`src/design/tpac_sqrt_cell.sv`:
```
// ----------------------------------------------------------------------------
// tpac_sqrt_cell
// One root bit of a digit-by-digit integer square root, registered.
// ----------------------------------------------------------------------------
module tpac_sqrt_cell #(
   parameter int N = 25,
   parameter int W = 1
) (
   input  logic           clock,
   input  logic           en,
   input  logic [2*N-1:0] rad_i,
   input  logic [N+1:0]   rem_i,
   input  logic [N-1:0]   root_i,
   input  logic [W-1:0]   band_i,
   output logic [2*N-1:0] rad_o,
   output logic [N+1:0]   rem_o,
   output logic [N-1:0]   root_o,
   output logic [W-1:0]   band_o
);

   logic [N+1:0]   shifted;
   logic [N+1:0]   trial;
   logic           fits;
   logic [2*N-1:0] rad_in, rad_ff;
   logic [N+1:0]   rem_in, rem_ff;
   logic [N-1:0]   root_in, root_ff;
   logic [W-1:0]   band_ff;

   always_comb begin
      shifted = {rem_i[N-1:0], rad_i[2*N-1 -: 2]};
      trial   = {root_i, 2'b01};
      fits    = shifted >= trial;
      rem_in  = fits ? shifted - trial : shifted;
      root_in = {root_i[N-2:0], fits};
      rad_in  = {rad_i[2*N-3:0], 2'b00};
   end

   always_ff @(posedge clock) begin
      if (en) begin
         rad_ff  <= rad_in;
         rem_ff  <= rem_in;
         root_ff <= root_in;
         band_ff <= band_i;
      end
   end

   assign rad_o  = rad_ff;
   assign rem_o  = rem_ff;
   assign root_o = root_ff;
   assign band_o = band_ff;

endmodule

```
`src/design/tpac_isqrt.sv`:
```
// ----------------------------------------------------------------------------
// tpac_isqrt
// Row of N registered square root cells; the truncated root leaves the last cell.
// ----------------------------------------------------------------------------
module tpac_isqrt #(
   parameter int N = 25,
   parameter int W = 1
) (
   input  logic           clock,
   input  logic           en,
   input  logic [2*N-1:0] rad,
   input  logic [W-1:0]   band_i,
   output logic [N-1:0]   root,
   output logic [W-1:0]   band_o
);

   logic [2*N-1:0] rad_w  [0:N];
   logic [N+1:0]   rem_w  [0:N];
   logic [N-1:0]   root_w [0:N];
   logic [W-1:0]   band_w [0:N];

   assign rad_w[0]  = rad;
   assign rem_w[0]  = '0;
   assign root_w[0] = '0;
   assign band_w[0] = band_i;

   for (genvar i = 0; i < N; i++) begin : g_cell
      tpac_sqrt_cell #(.N(N), .W(W)) u_cell (
         .clock  (clock),
         .en     (en),
         .rad_i  (rad_w[i]),
         .rem_i  (rem_w[i]),
         .root_i (root_w[i]),
         .band_i (band_w[i]),
         .rad_o  (rad_w[i+1]),
         .rem_o  (rem_w[i+1]),
         .root_o (root_w[i+1]),
         .band_o (band_w[i+1])
      );
   end

   assign root   = root_w[N];
   assign band_o = band_w[N];

endmodule

```
`config.mk`:
```
export PLATFORM = sky130hd
export DESIGN_NAME = tpac_isqrt
export DESIGN_NICKNAME = d
export VERILOG_FILES = /design/src/design/tpac_sqrt_cell.sv /design/src/design/tpac_isqrt.sv
export SDC_FILE = /design/constraint.sdc
export NUM_CORES = 2
export LEC_CHECK = 0
export BUFFER_PORTS_ARGS = -buffer_cell sky130_fd_sc_hd__buf_4
export CAP_MARGIN = 5
export CORE_MARGIN = 2
export CORE_UTILIZATION = 50
export CTS_CLUSTER_DIAMETER = 40
export DETAILED_ROUTE_END_ITERATION = 7
export GPL_ROUTABILITY_DRIVEN = 1
export PLACE_DENSITY = 0.76
export SLEW_MARGIN = 20
export SYNTH_ARGS = -nofsm -noshare
export SYNTH_HDL_FRONTEND = slang
export SYNTH_SLANG_ARGS = --single-unit
export TNS_END_PERCENT = 1
```
`constraint.sdc`:
```
create_clock -name clock -period 4.97 [get_ports clock]
set_input_delay 0.497 -clock clock [delete_from_list [all_inputs] [get_ports clock]]
set_output_delay 0.497 -clock clock [all_outputs]
set_load 0.005 [all_outputs]
```
Word-level counts from Yosys, hierarchy flattened
Index checks and enable logic that the tools add are counted.
{"block": "totals", "output_inout_bits": 26, "reg_bits": 1528, "inputBits": 53}
{"block": "op_classes", "order_cmp": 25, "muxes": 24, "add_sub_neg": 24}
{"operator": "$mux 25", "n": 23}
{"operator": "$ge 27x10->1", "n": 1}
{"operator": "$ge 27x11->1", "n": 1}
{"operator": "$ge 27x12->1", "n": 1}
{"operator": "$ge 27x13->1", "n": 1}
{"operator": "$ge 27x14->1", "n": 1}
{"operator": "$ge 27x15->1", "n": 1}
{"operator": "$ge 27x16->1", "n": 1}
{"operator": "$ge 27x17->1", "n": 1}
{"operator": "$ge 27x18->1", "n": 1}
{"operator": "$ge 27x19->1", "n": 1}
{"operator": "$ge 27x20->1", "n": 1}
{"operator": "$ge 27x21->1", "n": 1}
{"operator": "$ge 27x22->1", "n": 1}
{"operator": "$ge 27x23->1", "n": 1}
{"operator": "$ge 27x24->1", "n": 1}
{"operator": "$ge 27x25->1", "n": 1}
{"operator": "$ge 27x26->1", "n": 1}
{"operator": "$ge 27x3->1", "n": 1}
{"operator": "$ge 27x4->1", "n": 1}
{"operator": "$ge 27x5->1", "n": 1}
{"operator": "$ge 27x6->1", "n": 1}
{"operator": "$ge 27x7->1", "n": 1}
{"operator": "$ge 27x8->1", "n": 1}
{"operator": "other kinds (27)", "n": 27}

Longest topological paths before layout
{"block": "depth", "depth_word": 2, "ltp_mapped": 13, "mapped_depth_nobuf": 11}

Cells and area by module
A second synthesis with hierarchy kept.
{"block": "hier_totals", "cells_unflattened": 9401, "hier_area_um2": 125092.5}
{"module": "tpac_sqrt_cell at g_cell[19].u_cell ...", "seq_area_each_um2": 3032.9, "area_each_um2": 4996.0, "cells_each": 366, "n_inst": 15}
{"module": "tpac_sqrt_cell at g_cell[0].u_cell ...", "seq_area_each_um2": 3032.9, "area_each_um2": 5014.8, "cells_each": 391, "n_inst": 10}
{"module": "tpac_isqrt", "seq_area_each_um2": 0.0, "area_each_um2": 3.8, "cells_each": 1, "n_inst": 1}

Least setup slack after synthesis
OpenSTA, ideal clock, no wires.
{"block": "synth_path", "path_type": "reg2reg", "from": "reg g_cell[19].u_cell.rem_ff[0]", "to": "reg g_cell[20].u_cell.rem_ff[14], data pin", "stages_incl_launch_ff": 10, "arrival_ns": 2.838, "path_buffers": 1, "path_slack_ns": 1.869, "period_less_slack_ns": 3.101, "path_cell_list": "edfxtp_1 > ha_1 > o21a_1 > o21a_1 > o21a_1 > a311o_1 > o41ai_2 > o211ai_1 > clkbuf_1 > mux2_1"}
{"block": "synth_via", "elab_chain_len": 2, "word_cells_on_any_way": 3, "classes_between": "add/sub: 1; order compare: 1; mux: 1"}
{"item": "start, declared", "line": "tpac_sqrt_cell.sv:25", "rtl": "logic [N+1:0] rem_in, rem_ff;"}
{"item": "start signal, assigned", "line": "tpac_sqrt_cell.sv:41", "rtl": "rem_ff <= rem_in;"}
{"item": "$sub 25x22->25 or $ge 27x22->1 (tied branches)", "line": "tpac_sqrt_cell.sv:33, tpac_sqrt_cell.sv:32"}
{"item": "$mux 25 *", "line": "tpac_sqrt_cell.sv:33", "rtl": "rem_in = fits ? shifted - trial : shifted;"}
{"item": "named net g_cell[20].u_cell.rem_in[14]", "line": "tpac_sqrt_cell.sv:25"}
{"item": "end signal, assigned", "line": "tpac_sqrt_cell.sv:41"}
{"item": "end, declared", "line": "tpac_sqrt_cell.sv:25"}
Mark *: on every way through the listed nets, which the timed path passes. The rest lies on a longest branch.
A chain may end at the register's enable or synchronous reset.

Worst setup path after layout
{"block": "layout_path", "from": "reg g_cell[22].u_cell.rem_ff[22]", "to": "reg g_cell[23].u_cell.rem_ff[16], data pin"}
{"block": "layout_via", "elab_chain_len": 2}
{"item": "start, declared", "line": "tpac_sqrt_cell.sv:25"}
{"item": "start signal, assigned", "line": "tpac_sqrt_cell.sv:41"}
{"item": "$ge 27x25->1", "line": "tpac_sqrt_cell.sv:32", "rtl": "fits = shifted >= trial;"}
{"item": "$mux 25", "line": "tpac_sqrt_cell.sv:33"}
{"item": "named net g_cell[23].u_cell.rem_in[16]", "line": "tpac_sqrt_cell.sv:25"}
{"item": "end signal, assigned", "line": "tpac_sqrt_cell.sv:41"}
{"item": "end, declared", "line": "tpac_sqrt_cell.sv:25"}
The timed path passes the listed nets, and every way through them passes these cells.

==> flow_summary.json <==
{
  "crit_chain": "ha_1, inv_2, or3_1, or4_1, nor4_1, nor3_1, o31a_1, inv_2, mux2_2",
  "holdCritPathClass": "in2reg",
  "whs_path_depth": 1,
  "min_period_ps": 3700,
  "fillers": 10800,
  "start_kind": "register",
  "reg2reg_slack_ps": 1270,
  "via_count": 41825,
  "maxCapViolCount": 0,
  "routabilityCongestion": 0.891,
  "dr.pass1.iters": 6,
  "seq_area_frac_synth": 0.651,
  "mostFrequentLayoutCells": "edfxtp_1 (1518), inv_1 (437), ha_1 (351)",
  "cts_tree": "done",
  "fin_area_sq_mm": 0.0807,
  "reg2reg_depth": 9,
  "grt_usage": 0.183,
  "status": "completed",
  "yosysTopAreaCell": "edfxtp_1",
  "setup_viol": 0,
  "crit_top_cell": "inv_2",
  "critical_path.slowest_cell": "or4_1",
  "start_util": 0.503,
  "fp.dieH_um": 378,
  "final_max_slew_viol_count": 0,
  "layout-drive-gt1-share": 0.0921,
  "yosysTopAreaCellShare": 0.651,
  "ys_types": 85,
  "syn_inst": 5348,
  "hold_start": "en",
  "numCtsBuffers": 202,
  "clk_latency_ps": 810,
  "ys_ff_latch": 1518,
  "fin_skew_ps": 60.9,
  "required_ps": 5550,
  "yosys_warnings": 0,
  "final_common_cell": "edfxtp_1",
  "grt_setup_unrepaired": "no",
  "overflow": 0,
  "grt_first_pass_wirelength_um": 211000,
  "hpwlAfterDp_um": 88500,
  "synth_edf_count": 1518,
  "portBuffers": 78,
  "synthTopCellsByArea": "edfxtp_1 (65%), ha_1 (6.3%), xnor2_1 (2.9%)",
  "rows": 137,
  "syn_to_final_growth_pct": 15.3,
  "worstSetupPathType": "reg2reg",
  "worstHoldEndpoint": "g_cell[0].u_cell.rad_o[2]",
  "nets": 6028,
  "dpl_cell_area_sq_mm": 0.0730,
  "max_stage_delay_ps": 590,
  "cts_resized": 0,
  "drc": 0,
  "final_core_util": 0.580,
  "die-area_sq_mm": 0.143,
  "avgViaCountPerCell": 5.45,
  "fin_crit_sh": 0.744,
  "ant_nets": 0,
  "arrival_ps": 4280,
  "syn-cell-area_sq_mm": 0.0700,
  "grt_pass1_vias": 41577,
  "power.leakage_nw": 31.1,
  "routed_wl_um": 130000,
  "wire_per_inst_um": 17.0,
  "synth.avg_cell_area_sq_um": 13.1,
  "hold_viol": 0,
  "cp.buffers_inverters": 2,
  "fmax_mhz": 271,
  "slew_headroom": 0.238,
  "synth_nets": 5752,
  "die_w_um": 378,
  "end_kind": "register",
  "grt_max_degree": 203,
  "dp_slack_ps": 1250,
  "fin_setup_tns_ps": 0,
  "async_flop_share": 0,
  "power_density_mw_per_mm2": 480,
  "worst_slack_ps": 1270,
  "ctsHtreeMaxLevel": 4,
  "path_max_fanout": 31,
  "io_pins": 79,
  "ys.flop_type": "edfxtp_1",
  "r2r-end": "g_cell[23].u_cell.rem_o[16]",
  "clock_path_buffers": 3,
  "cts.sinks": 1518,
  "drt_iter0_markers": 3216,
  "grt_antenna_before_repair": 0,
  "core_sq_mm": 0.139,
  "cts_root_buffer": "clkbuf_16",
  "r2r_start": "g_cell[22].u_cell.rem_o[22]",
  "path_delay_family": "simple AND/OR/NAND/NOR gates",
  "tightest_slew_ps": 1140,
  "peakVddDrop_mv": 0.492,
  "clk_pin_slew_ps": 60
}
worst max path at each step:
stage,cells past startpoint,from,end
CTS,10,g_cell[22].u_cell.root_o[22],g_cell[23].u_cell.rem_o[16]
global route,9,g_cell[22].u_cell.rem_o[22],g_cell[23].u_cell.rem_o[16]
finish,9,g_cell[22].u_cell.rem_o[22],g_cell[23].u_cell.rem_o[16]
floorplan,9,g_cell[19].u_cell.rem_o[0],g_cell[20].u_cell.rem_o[14]
detailed placement,10,g_cell[22].u_cell.root_o[22],g_cell[23].u_cell.rem_o[16]
global placement,10,g_cell[22].u_cell.root_o[22],g_cell[23].u_cell.rem_o[16]
cells by family (layout without fill, tap and decap cells):
group	Yosys count	count (layout)	share of synthesized area
multiplexers	56	56	0.00881
AND/OR/NAND/NOR	1362	1362	0.0971
XOR/XNOR	442	442	0.0553
flip-flops	1518	1518	0.651
buffers and inverters	542	994	0.0292
adder cells (fa/ha/maj)	351	351	0.0627
other	1	2	0.0000536
AO/OA/AOI/OAI	1076	1076	0.0958
synth_stat cells, types with 15 or more instances:
master and instances:
edfxtp_1 1518, inv_1 437, ha_1 351, nand2_1 346
a21oi_1 328, nor2_1 323, xnor2_1 230, xor2_1 212
o21ai_0 168, nor3_1 141, o21ai_1 118, a21o_1 117
clkbuf_1 83, nand3_1 77, nand2b_1 67, nor4_1 63
o21a_1 63, nand4_1 56, or3_1 55, nor2b_1 52
o31ai_1 43, a211oi_1 31, or4_1 31, and3_1 30
mux2_1 29, o211ai_1 26, a31oi_1 25, o21bai_1 22
nand3b_1 19, or2_2 18, and2_1 17, mux2_2 16
o2111ai_1 15
state kept, by name, summed over array words and instances, names as in the netlist:
name / cells
g_cell.u_cell.rem_o: 568
g_cell.u_cell.rad_o: 600
g_cell.u_cell.band_o: 25
g_cell.u_cell.root_o: 325
stage by stage:
step / instances / hold slack, ps / power [mW]
floorplan: 5348 / 400 / 21.8
global placement: 7244 / 401 / 23.7
detailed placement: 7244 / 405 / 23.9
CTS: 7676 / 87.6 / 39.0
global route: 7676 / 117 / 40.5
finish: 7677 / 120 / 38.7
area by class of cell:
cell class              instances  area, sq um  share of cell area
clock buffers                 218         5140              0.0636
inverters                     448         1680              0.0208
diodes                          1         2.50           0.0000310
flip-flops and latches       1518        45600               0.565
repair buffers                166         1510              0.0187
multi-input cells            3288        22400               0.278
well taps                    1876         2350              0.0291
clock inverters               162         2010              0.0249
what timing repair did:
action                                 CTS  global route
hold buffers                            52             0
setup buffers                            0             0
endpoints found under the hold margin   52             0
power breakdown:
| part | switching [mW] | total [mW] | internal, mW |
|---|---|---|---|
| clock network | 5.89 | 15.0 | 9.07 |
| logic | 3.85 | 6.69 | 2.85 |
| registers | 0.937 | 17.1 | 16.1 |
| total | 10.7 | 38.7 | 28.0 |
routing by layer:
layer,track usage,wire (um),share of wire,up-vias
met5,0,0,0,-
met4,0.0679,3810,0.029,0
met3,0.0323,6280,0.048,275
met2,0.316,65400,0.50,997
met1,0.230,55000,0.42,20055
li1,-,-,-,20498
Power figures use the tool's default switching activity.
